[src/design/dcd_pkg.sv]
// ----------------------------------------------------------------------------
// dcd_pkg
// shared types and constants of the density clustering block
// ----------------------------------------------------------------------------
package dcd_pkg;

  localparam int CFG_IDX_W  = 2;
  localparam int CFG_DATA_W = 16;
  localparam int MAXD_W     = 16;
  localparam int MINN_W     = 7;
  localparam int NODES_W    = 7;
  localparam int OUT_IDX_W  = 6;
  localparam int OUT_TOT_W  = 7;

  localparam logic [MAXD_W-1:0]  MAXD_RST  = 16'd10;
  localparam logic [MINN_W-1:0]  MINN_RST  = 7'd1;
  localparam logic [NODES_W-1:0] NODES_RST = 7'd64;

  typedef enum logic [CFG_IDX_W-1:0] {
    REG_NBR_THRESH = 2'd0,
    REG_CORE_MIN   = 2'd1,
    REG_NODE_COUNT = 2'd2
  } cfg_reg_t;

  typedef struct packed {
    logic [MAXD_W-1:0]  nbr_thresh;
    logic [MINN_W-1:0]  core_min;
    logic [NODES_W-1:0] node_count;
  } cfg_t;

  typedef enum logic [3:0] {
    ST_LOAD,
    ST_FLUSH,
    ST_NODE_RD,
    ST_NODE_LD,
    ST_SCAN,
    ST_CHK,
    ST_NODE_WR,
    ST_EMIT_RD,
    ST_EMIT_LD,
    ST_EMIT_WAIT
  } state_t;

  typedef enum logic [2:0] {
    OP_IDLE,
    OP_STREAM,
    OP_NODE_LD,
    OP_SCAN,
    OP_CHK,
    OP_NODE_WR,
    OP_EMIT_LD,
    OP_EMIT_NEXT
  } dp_op_t;

  typedef struct packed {
    logic matrix_end;
    logic node_skip;
    logic scan_bit;
    logic scan_more;
    logic chk_stop;
    logic last_node;
  } dp_status_t;

endpackage

[src/design/dcd_ctrl.sv]
// ----------------------------------------------------------------------------
// dcd_ctrl
// sequencer for matrix load, clustering pass and result emission
// ----------------------------------------------------------------------------
module dcd_ctrl
  import dcd_pkg::*;
(
  input  logic       clk,
  input  logic       rst_n,
  input  logic       in_valid,
  input  logic       out_ready,
  input  dp_status_t status,
  output dp_op_t     op,
  output logic       in_ready,
  output logic       out_valid
);

  state_t state_r;
  state_t state_nxt;

  always_ff @(posedge clk) begin
    if (!rst_n) begin
      state_r <= ST_LOAD;
    end else begin
      state_r <= state_nxt;
    end
  end

  always_comb begin
    state_nxt = state_r;
    op        = OP_IDLE;
    in_ready  = 1'b0;
    out_valid = 1'b0;
    case (state_r)
      ST_LOAD: begin
        in_ready = 1'b1;
        if (in_valid) begin
          op = OP_STREAM;
          if (status.matrix_end) state_nxt = ST_FLUSH;
        end
      end
      ST_FLUSH: begin
        state_nxt = ST_NODE_RD;
      end
      ST_NODE_RD: begin
        state_nxt = ST_NODE_LD;
      end
      ST_NODE_LD: begin
        op        = OP_NODE_LD;
        state_nxt = status.node_skip ? ST_NODE_WR : ST_SCAN;
      end
      ST_SCAN: begin
        op = OP_SCAN;
        if (status.scan_bit) begin
          state_nxt = ST_CHK;
        end else if (!status.scan_more) begin
          state_nxt = ST_NODE_WR;
        end
      end
      ST_CHK: begin
        op        = OP_CHK;
        state_nxt = status.chk_stop ? ST_NODE_WR : ST_SCAN;
      end
      ST_NODE_WR: begin
        op        = OP_NODE_WR;
        state_nxt = status.last_node ? ST_EMIT_RD : ST_NODE_RD;
      end
      ST_EMIT_RD: begin
        state_nxt = ST_EMIT_LD;
      end
      ST_EMIT_LD: begin
        op        = OP_EMIT_LD;
        state_nxt = ST_EMIT_WAIT;
      end
      ST_EMIT_WAIT: begin
        out_valid = 1'b1;
        if (out_ready) begin
          op        = OP_EMIT_NEXT;
          state_nxt = status.last_node ? ST_LOAD : ST_EMIT_RD;
        end
      end
      default: begin
        state_nxt = ST_LOAD;
      end
    endcase
  end

endmodule

[config.mk]
export PLATFORM = sky130hd
export DESIGN_NAME = dcd_ctrl
export DESIGN_NICKNAME = d
export VERILOG_FILES = /design/src/design/dcd_pkg.sv /design/src/design/dcd_ctrl.sv
export SDC_FILE = /design/constraint.sdc
export NUM_CORES = 1
export LEC_CHECK = 0
export BUFFER_PORTS_ARGS = -buffer_cell sky130_fd_sc_hd__clkbuf_2
export CORE_AREA = 2 2 39 41
export DETAILED_ROUTE_END_ITERATION = 10
export DIE_AREA = 0 0 41 43
export MAX_ROUTING_LAYER = met4
export PLACE_DENSITY = 0.57
export SYNTH_ARGS = -nofsm -noshare
export SYNTH_HDL_FRONTEND = slang
export SYNTH_SLANG_ARGS = --single-unit
[constraint.sdc]
create_clock -name clk -period 1.6 [get_ports clk]
set_clock_uncertainty 0.2 [all_clocks]
set_input_delay 0.08 -clock clk [delete_from_list [all_inputs] [get_ports clk]]
set_output_delay 0.08 -clock clk [all_outputs]
set_load 0.01 [all_outputs]
==> summary.md, run 1 <==
| Metric | Value |
|---|---|
| Routability cong. | `0.693` |
| Netlist cell types | `31` |
| Sequential Power Share | `36.5%` |
| Post-route ant nets | `0` |
| Vias per cell | `5.10` |
| Port buffer count | `14` |
| Reg2Reg Capture Point | `state_r[2]$_SDFFE_PN0P_` |
| Crit Path Max Fanout | `10` |
| Share of layout cells above drive strength 1 | `36.4%` |
| # rows | `14` |
| Slew margin rel. | `84.9%` |
| Psw | `0.0000963 W` |
| Worst Path Required | `1.32 ns` |
| Hold slack | `0.0391 ns` |
| CTS tree | `yes` |
| Top flop regs | `state_r x4` |
| DR WL/cell | `10.5 um` |
| R2R setup slack | `0.19 ns` |
| Fin. max-slew vios | `0` |
| Dpl ws | `0.0208 ns` |
| Number of CTS-inserted buffers | `3` |
| CTS Buffer Depth | `2` |
| Net Sw Frac | `29.2%` |
| Min setup slack post-route | `0.0894 ns` |
| Critical path startpoint category | `flop` |
| RSZ-0062 raised after global routing | `no` |
| Die area | `1760 um2` |
| Starting Density | `29.5%` |
| Crit path kind | `reg2out` |
| Total of max-cap violations | `0` |
| Final period utilization | `94.4%` |
| Internal power | `0.000234 W` |
| Worst Setup SP | `state_r[2]$_SDFFE_PN0P_` |
| Sequential share of the synthesized area | `19.6%` |
| Final setup fails | `0` |
| Worst VDD drop | `0.000364 V` |
| Gate power share | `27.6%` |
| Die height | `43 um` |
| Nets@finish | `89` |
| I/O pins | `15` |
| Layout Area Growth over Synthesis | `37.1%` |
| WL final | `978 um` |
| Hold path depth | `4` |
| Synth top area share | `19.6%` |
| Crit end category | `output port` |
| # diodes | `0` |
| CTS clock-pin slew for the worst setup and hold paths | `0.04 ns` |
| Core area | `1380 um2` |
| Clock sink total | `4` |
| Post-detail-place hpwl | `785 um` |
| Clock Tree Root | `clkbuf_4` |
| Largest net degree at the start of global routing | `15` |
| Worst setup path endpoint | `op[0]` |
| DR vias | `474` |
| Clock Latency Late Sink | `0.23 ns` |
| Crit path DAT | `1.23 ns` |
| Fin crit period | `1.51 ns` |
| PD cells | `590 nW/um2` |
| Post-synth top area cell | `dfxtp_1` |
| Antenna violations before repair | `0` |
| Tot Pwr | `0.000330 W` |
| YS warnings | `0` |
| Leakage | `0.240 nW` |
| Hold Fails Final Rpt | `0` |
| Slew @ Worst Pin | `0.225 ns` |
| Syn Nets | `69` |
| R2R depth | `4` |
| Setup TNS | `0 ns` |
| Fmax | `0.662 GHz` |
| Most area-consuming cells after synthesis | `dfxtp_1, a21oi_1, nand2_1` |
| First-pass GRT wire length | `1590 um` |
| Power share of the clock group | `36.0%` |
| Status | `finished, final reports clean` |
| Postcts setup bufs | `0` |
| Chip Width | `41 um` |
| Min-Delay Path Class | `in2reg` |
| Post-Syn Instances | `59` |
| Synthesis-stage register bit count | `4` |
| DRT iter0 DRCs | `7` |
| RR Startpoint | `state_r[2]$_SDFFE_PN0P_` |
| H-tree depth | `1` |
| Mapped cell area | `408 um2` |
| DR DRC count | `0` |
| Number of flip-flops in the largest register | `4` |
| Number of global-route vias before repair | `404` |
| Top reg by flops | `state_r` |
| Total gr overflow | `0` |
| Mean area per synthesized cell | `6.91 um2` |
| TritonRoute pass-1 iters | `2` |
| GRT Overall Usage | `13.5%` |
-- repair_timing --
item | in CTS | in global routing
endpoints found under the setup margin | 3 | 3
gates cloned | 0 | 0
hold buffers | 2 | 0
gates resized for setup | 4 | 7
endpoints found under the hold margin | 3 | 0
pin swaps | 0 | 0
-- cells by family after synthesis --
logic type,Yosys count,synth area share [%]
muxes,1,2.45
AOI/OAI and AO/OA,19,30.4
buffers and inverters,9,11.7
DFF,4,19.6
and+or+nand+nor,25,33.7
xor gates and xnor gates,1,2.15
-- power groups by stage --
stage	combinational [W]	sequential (W)	clock [W]
2_1_floorplan	0.0000632	0.000112	0
3_3_place_gp	0.0000865	0.000122	0
3_5_place_dp	0.0000863	0.000122	0
4_1_cts	0.0000908	0.000121	0.000127
5_1_grt	0.000102	0.000122	0.000131
6_report	0.0000909	0.000120	0.000119
-- cell usage in the layout, fill, tap and decap left out, drive strengths merged, types with 2 or more instances in the layout --
cell and count:
nor2 3, a21oi 5, dlygate4sd3 2, buf 4, inv 5, o21ai 4
dfxtp 4, and3 2, nand3 3, o21a 2, o22ai 2, nand2 6
clkbuf 16, nand2b 2, nor3 2
-- critical path, cell delays in order, from the launching register on --
cell	delay (ns)
dfxtp_4	0.37
buf_4	0.15
nor3_2	0.16
a21oi_1	0.05
o21ai_0	0.13
clkbuf_2	0.15
-- through the flow --
stage	instance area (um2)	std cells	util, %
floorplan	408	59	-
global route	559	93	40.4
detailed placement	492	88	35.5
finish	559	93	40.4
CTS	541	93	39.1
global placement	492	88	35.5
-- how the worst min path moves through the flow --
stage	startpoint	endpoint
finish	out_ready	state_r[0]$_SDFFE_PN0P_
global route	out_ready	state_r[0]$_SDFFE_PN0P_
detailed placement	rst_n	state_r[3]$_SDFFE_PN0P_
floorplan	rst_n	state_r[3]$_SDFFE_PN0P_
CTS	out_ready	state_r[0]$_SDFFE_PN0P_
global placement	rst_n	state_r[3]$_SDFFE_PN0P_
-- area by class of cell --
class	instances	area (um2)
clock buffers	3	22.5
fillers	166	825
inverters	5	18.8
multi-input cells	46	293
flip-flops and latches	4	92.6
well taps	16	20.0
repair buffers	19	113
-- cells in the mapped netlist --
library cell,n
nand2_1,6
a21oi_1,5
inv_1,5
dfxtp_1,4
o21ai_0,4
nand3_1,3
and3_1,2
buf_2,2
nand2b_1,2
nor2_1,2
nor3_1,2
o21a_1,2
o22ai_1,2
a211o_1,1
a211oi_1,1
a2bb2oi_1,1
a311oi_1,1
and2_1,1
buf_4,1
buf_6,1
mux2i_1,1
nand3b_1,1
nand4_1,1
nor2_2,1
nor2b_1,1
nor3b_2,1
nor4_1,1
o221ai_1,1
o32ai_1,1
or3_1,1
xnor2_1,1
-- per-layer routing --
metal | GRT usage [%] | part of all wire [%] | vias up
met1 | 16.7 | 46 | 212
met3 | 3.14 | 5.4 | 0
met5 | - | 0 | -
met2 | 17.8 | 48 | 10
met4 | 10.7 | 0 | 0
li1 | - | - | 252
Note: power is estimated with default switching activity, not from simulation.
==> run 2, diff against run 1 <==
--- a/config.mk
+++ b/config.mk
@@ -10,7 +10,6 @@
 export DETAILED_ROUTE_END_ITERATION = 10
 export DIE_AREA = 0 0 41 43
 export MAX_ROUTING_LAYER = met4
-export PLACE_DENSITY = 0.57
 export SYNTH_ARGS = -nofsm -noshare
 export SYNTH_HDL_FRONTEND = slang
 export SYNTH_SLANG_ARGS = --single-unit
==> summary.md, run 2 (synthesis results as in run 1) <==
| Metric | Value |
|---|---|
| Fin crit period | `1.52 ns (+0.0137 ns)` |
| Leakage | `0.262 nW (+8.9%)` |
| Commonest non-fill, non-tap cell in the layout | `clkbuf_2` |
| Antenna violations before repair | `0 (unchanged)` |
| Slew @ Worst Pin | `0.241 ns (+0.0167 ns)` |
| H-tree depth | `1 (unchanged)` |
| Crit end category | `output port` |
| Worst VDD drop | `0.000313 V (-14%)` |
| # rows | `14 (unchanged)` |
| Routability cong. | `0.781 (+13%)` |
| Number of flip-flops in the largest register | `4 (unchanged)` |
| Die height | `43 um (unchanged)` |
| Hold slack | `0.0568 ns (+0.0177 ns)` |
| Crit Path Max Fanout | `10 (unchanged)` |
| Starting Density | `29.5% (unchanged)` |
| DR DRC count | `0 (unchanged)` |
| Largest net degree at the start of global routing | `14 (-1)` |
| First-pass GRT wire length | `1640 um (+2.6%)` |
| Clock Latency Late Sink | `0.23 ns (about the same)` |
| Chip Width | `41 um (unchanged)` |
| Die area | `1760 um2 (unchanged)` |
| TritonRoute pass-1 iters | `4 (+2)` |
| DR vias | `500 (+5.5%)` |
| Crit path DAT | `1.24 ns (about the same)` |
| Final setup fails | `0 (unchanged)` |
| Number of CTS-inserted buffers | `3 (unchanged)` |
| Fmax | `0.656 GHz (-0.90%)` |
| GRT Overall Usage | `13.9% (+0.41 points)` |
| PD cells | `574 nW/um2 (-2.8%)` |
| Vias per cell | `5.15 (+1.1%)` |
| Share of layout cells above drive strength 1 | `40.7% (+4.4 points)` |
| DR WL/cell | `11.4 um (+8.8%)` |
| # diodes | `0 (unchanged)` |
| Total gr overflow | `0 (unchanged)` |
| Fin util | `42.6% (+2.2 points)` |
| Port buffer count | `14 (unchanged)` |
| Clock Tree Root | `clkbuf_4` |
| Critical path startpoint category | `flop` |
| Clock sink total | `4 (unchanged)` |
| Layout Area Growth over Synthesis | `44.5%` |
| Min-Delay Path Class | `in2reg` |
| Crit path kind | `reg2out` |
| Final period utilization | `95.3% (+0.86 points)` |
| Top flop regs | `state_r x4` |
| Number of global-route vias before repair | `412 (+2.0%)` |
| Most frequent cells in the layout | `clkbuf_2, buf_4, nand2_1` |
| Post-detail-place hpwl | `872 um (+11%)` |
| RSZ-0062 raised after global routing | `no` |
| Core area | `1380 um2 (unchanged)` |
| Post-route ant nets | `0 (unchanged)` |
| Worst Path Required | `1.32 ns (about the same)` |
| DRT iter0 DRCs | `7 (unchanged)` |
| CTS Buffer Depth | `2 (unchanged)` |
| I/O pins | `15 (unchanged)` |
| Hold Fails Final Rpt | `0 (unchanged)` |
| CTS clock-pin slew for the worst setup and hold paths | `0.04 ns (about the same)` |
| Placed instance area | `507 um2 (+3.1%)` |
| Total of max-cap violations | `0 (unchanged)` |
| Status | `finished, final reports clean` |
| Fin. max-slew vios | `0 (unchanged)` |
| Dpl ws | `0.0366 ns (+0.0157 ns)` |
| Final instance area | `589 um2 (+5.4%)` |
| Min setup slack post-route | `0.0756 ns (-0.0137 ns)` |
| CTS tree | `yes` |
| Nets@finish | `93 (+4.5%)` |
| Slew margin rel. | `83.8% (-1.2 points)` |
| WL final | `1110 um (+13%)` |
| Setup TNS | `0 ns (unchanged)` |
| Top reg by flops | `state_r` |
## run 2: cell types whose count changed in the layout (fill, tap and decap cells not counted), sizes merged
cell,delta
clkbuf,-1
buf,+5
## run 2: path summary, 6_finish.rpt
| kind | depth (start not counted) | end | startpoint | slack, ns |
|---|---|---|---|---|
| setup / recovery | 4 | op[1] | state_r[2]$_SDFFE_PN0P_ | 0.08 |
| hold / removal | 4 | state_r[0]$_SDFFE_PN0P_ | out_ready | 0.06 |
| setup reg to reg | 4 | state_r[2]$_SDFFE_PN0P_ | state_r[2]$_SDFFE_PN0P_ | 0.17 |
| hold reg to reg | 2 | state_r[0]$_SDFFE_PN0P_ | state_r[3]$_SDFFE_PN0P_ | 0.40 |
## run 2: critical path, cell delays in order, from the launching register on
cell      delay (ns)
dfxtp_4         0.37
nand2b_1        0.18
o21a_1          0.20
o22ai_1         0.12
buf_2           0.15
## run 2: layout make-up
class | instances | area (um2)
Clock buffer | 3 | 22.5
Fill cell | 149 | 795
Inverter | 5 | 18.8
Multi-Input combinational cell | 46 | 293
Sequential cell | 4 | 92.6
Tap cell | 16 | 20.0
Timing Repair Buffer | 23 | 143
## run 2: repair_timing
action / CTS / global route
hold endpoints to repair: 2 / 0
gates resized for setup: 6 / 7
endpoints found under the setup margin: 3 / 4
setup buffers: 0 / 2
hold buffers: 2 / 0
## run 2: stage by stage
| step | total power [W] | std cells |
|---|---|---|
| floorplan | 0.000175 | 59 |
| global placement | 0.000212 | 90 |
| detailed placement | 0.000214 | 90 |
| CTS | 0.000346 | 95 |
| global route | 0.000364 | 97 |
| finish | 0.000338 | 97 |
## run 2: metal layers
| layer | vias up | part of all wire, % | track usage (%) |
|---|---|---|---|
| li1 | 262 | - | - |
| met1 | 221 | 42 | 16.0 |
| met2 | 13 | 50 | 20.6 |
| met3 | 4 | 3.2 | 1.57 |
| met4 | 0 | 4.0 | 10.7 |
| met5 | - | 0 | - |
## run 2: where the power goes
group	switching (W)	total, W	internal (W)
clock network	0.0000364	0.000120	0.0000836
registers	0.0000155	0.000119	0.000104
logic	0.0000484	0.0000989	0.0000505
==> run 3, diff against run 2 <==
--- a/config.mk
+++ b/config.mk
@@ -10,6 +10,7 @@
 export DETAILED_ROUTE_END_ITERATION = 10
 export DIE_AREA = 0 0 41 43
 export MAX_ROUTING_LAYER = met4
+export REMOVE_ABC_BUFFERS = 1
 export SYNTH_ARGS = -nofsm -noshare
 export SYNTH_HDL_FRONTEND = slang
 export SYNTH_SLANG_ARGS = --single-unit
==> summary.md, run 3 (synthesis results as in run 1) <==
| Metric | Value |
|---|---|
| Status | `finished, final reports clean` |
| Top flop regs | `state_r x4` |
| Final setup fails | `0 (unchanged)` |
| Number of global-route vias before repair | `437 (+6.1%)` |
| Crit Path Max Fanout | `13 (+3)` |
| Psw | `0.000111 W (+10%)` |
| Post-detail-place hpwl | `890 um (+2.1%)` |
| First-pass GRT wire length | `1790 um (+9.3%)` |
| Hold slack | `0.0290 ns (-0.0277 ns)` |
| Tot Pwr | `0.000351 W (+3.9%)` |
| Total gr overflow | `0 (unchanged)` |
| Min-Delay Path Class | `in2reg` |
| Worst hold path startpoint | `out_ready` |
| R2R setup slack | `0.11 ns (-0.06 ns)` |
| Worst setup path endpoint | `op[1]` |
| Worst VDD drop | `0.000202 V (-35%)` |
| CTS clock-pin slew for the worst setup and hold paths | `0.04 ns (about the same)` |
| DR vias | `524 (+4.8%)` |
| Crit end category | `output port` |
| Clock Tree Root | `clkbuf_4` |
| Gate power share | `28.8% (-0.5 points)` |
| PD cells | `621 nW/um2 (+8.3%)` |
| Reg2Reg Capture Point | `state_r[1]$_SDFFE_PN0P_` |
| # rows | `14 (unchanged)` |
| CTS Buffer Depth | `2 (unchanged)` |
| R2R depth | `4 (unchanged)` |
| WL final | `1170 um (+5.6%)` |
| Fin. max-slew vios | `0 (unchanged)` |
| Starting Density | `29.5% (unchanged)` |
| Die area | `1760 um2 (unchanged)` |
| # diodes | `0 (unchanged)` |
| Number of flip-flops in the largest register | `4 (unchanged)` |
| Critical path startpoint category | `flop` |
| Power share of the clock group | `36.7% (+1.2 points)` |
| RSZ-0062 raised after global routing | `yes` |
| Vias per cell | `5.57 (+8.1%)` |
| Crit path DAT | `1.27 ns (+0.03 ns)` |
| Fmax | `0.644 GHz (-1.8%)` |
| Routability cong. | `0.798 (+2.2%)` |
| Nets@finish | `90 (-3.2%)` |
| DRT iter0 DRCs | `11 (+4)` |
| I/O pins | `15 (unchanged)` |
| TritonRoute pass-1 iters | `4 (unchanged)` |
| Final period utilization | `97.1% (+1.8 points)` |
| Clock sink total | `4 (unchanged)` |
| GRT Overall Usage | `15.6% (+1.8 points)` |
| Commonest non-fill, non-tap cell in the layout | `clkbuf_2` |
| Worst Setup SP | `state_r[2]$_SDFFE_PN0P_` |
| Net Sw Frac | `31.6% (+1.9 points)` |
| Fin crit period | `1.55 ns (+0.0286 ns)` |
| Chip Width | `41 um (unchanged)` |
| Internal power | `0.000240 W (+1.2%)` |
| Crit path kind | `reg2out` |
| DR DRC count | `0 (unchanged)` |
| Post-route ant nets | `0 (unchanged)` |
| Top reg by flops | `state_r` |
| Worst Path Required | `1.32 ns (about the same)` |
| Number of CTS-inserted buffers | `3 (unchanged)` |
| Most frequent cells in the layout | `clkbuf_2, nand2_1, inv_1, a21oi_1` |
| Layout Area Growth over Synthesis | `38.7%` |
| Clock Latency Late Sink | `0.24 ns (about the same)` |
| Port buffer count | `14 (unchanged)` |
| Antenna violations before repair | `0 (unchanged)` |
| Hold Fails Final Rpt | `0 (unchanged)` |
| Total of max-cap violations | `0 (unchanged)` |
| Largest net degree at the start of global routing | `14 (unchanged)` |
| Fin util | `40.9% (-1.7 points)` |
| Slew margin rel. | `83.6% (-0.16 points)` |
| CTS tree | `yes` |
| Die height | `43 um (unchanged)` |
| RR Startpoint | `state_r[3]$_SDFFE_PN0P_` |
| H-tree depth | `1 (unchanged)` |
| Share of layout cells above drive strength 1 | `37.2% (-3.6 points)` |
| Sequential Power Share | `34.4% (-0.8 points)` |
| DR WL/cell | `12.5 um (+9.0%)` |
| Core area | `1380 um2 (unchanged)` |
| Leakage | `0.244 nW (-6.7%)` |
| Slew @ Worst Pin | `0.244 ns (+0.00308 ns)` |
## run 3: cell type report
cell class | instances | area, um2
Inverter | 5 | 18.8
Fill cell | 155 | 818
Sequential cell | 4 | 90.1
Clock buffer | 3 | 22.5
Tap cell | 16 | 20.0
Timing Repair Buffer | 20 | 120
Multi-Input combinational cell | 46 | 294
## run 3: how the worst min path moves through the flow
stage                              endpoint  slack, ns  cells past startpoint
floorplan           state_r[3]$_SDFFE_PN0P_      0.002                      1
global placement    state_r[3]$_SDFFE_PN0P_       0.13                      2
detailed placement  state_r[3]$_SDFFE_PN0P_       0.15                      2
CTS                 state_r[0]$_SDFFE_PN0P_       0.03                      4
global route        state_r[0]$_SDFFE_PN0P_       0.06                      4
finish              state_r[0]$_SDFFE_PN0P_       0.03                      4
## run 3: worst max-delay path, stage by stage, from the launching register on
cell,delay (ns)
dfxtp_2,0.38
nand2b_1,0.20
o21a_1,0.19
o22ai_1,0.12
clkbuf_2,0.15
## run 3: metrics by stage
step / TNS [ns] / worst slack (ns) / instance area, um2 / instances
floorplan: 0 / 0.142 / 379 / 55
finish: 0 / 0.0470 / 566 / 94
detailed placement: 0 / 0.0667 / 499 / 89
global route: -0.0551 / -0.0288 / 566 / 94
global placement: 0 / 0.0821 / 499 / 89
CTS: 0 / 0.0176 / 549 / 94
## run 3: power by group through the flow
stage | Sequential (W) | Combinational, W | Clock [W]
2_1_floorplan | 0.000121 | 0.0000496 | 0
3_3_place_gp | 0.000121 | 0.0000923 | 0
3_5_place_dp | 0.000121 | 0.0000939 | 0
4_1_cts | 0.000121 | 0.0000985 | 0.000130
5_1_grt | 0.000123 | 0.000112 | 0.000130
6_report | 0.000121 | 0.000101 | 0.000129
## run 3: what timing repair did
| item | CTS | global route |
|---|---|---|
| setup buffers | 0 | 0 |
| endpoints found under the setup margin | 4 | 4 |
| resized for setup | 5 | 6 |
| hold endpoints to repair | 3 | 0 |
| hold buffers | 2 | 0 |
## run 3: layer usage
| metal | global-route usage, % | up-vias | part of all wire, % | wire [um] |
|---|---|---|---|---|
| li1 | - | 255 | - | - |
| met5 | - | - | 0 | 0 |
| met1 | 19.9 | 247 | 46 | 541 |
| met2 | 21.6 | 18 | 46 | 535 |
| met3 | 1.57 | 4 | 4.5 | 53 |
| met4 | 12.0 | 0 | 3.6 | 42 |
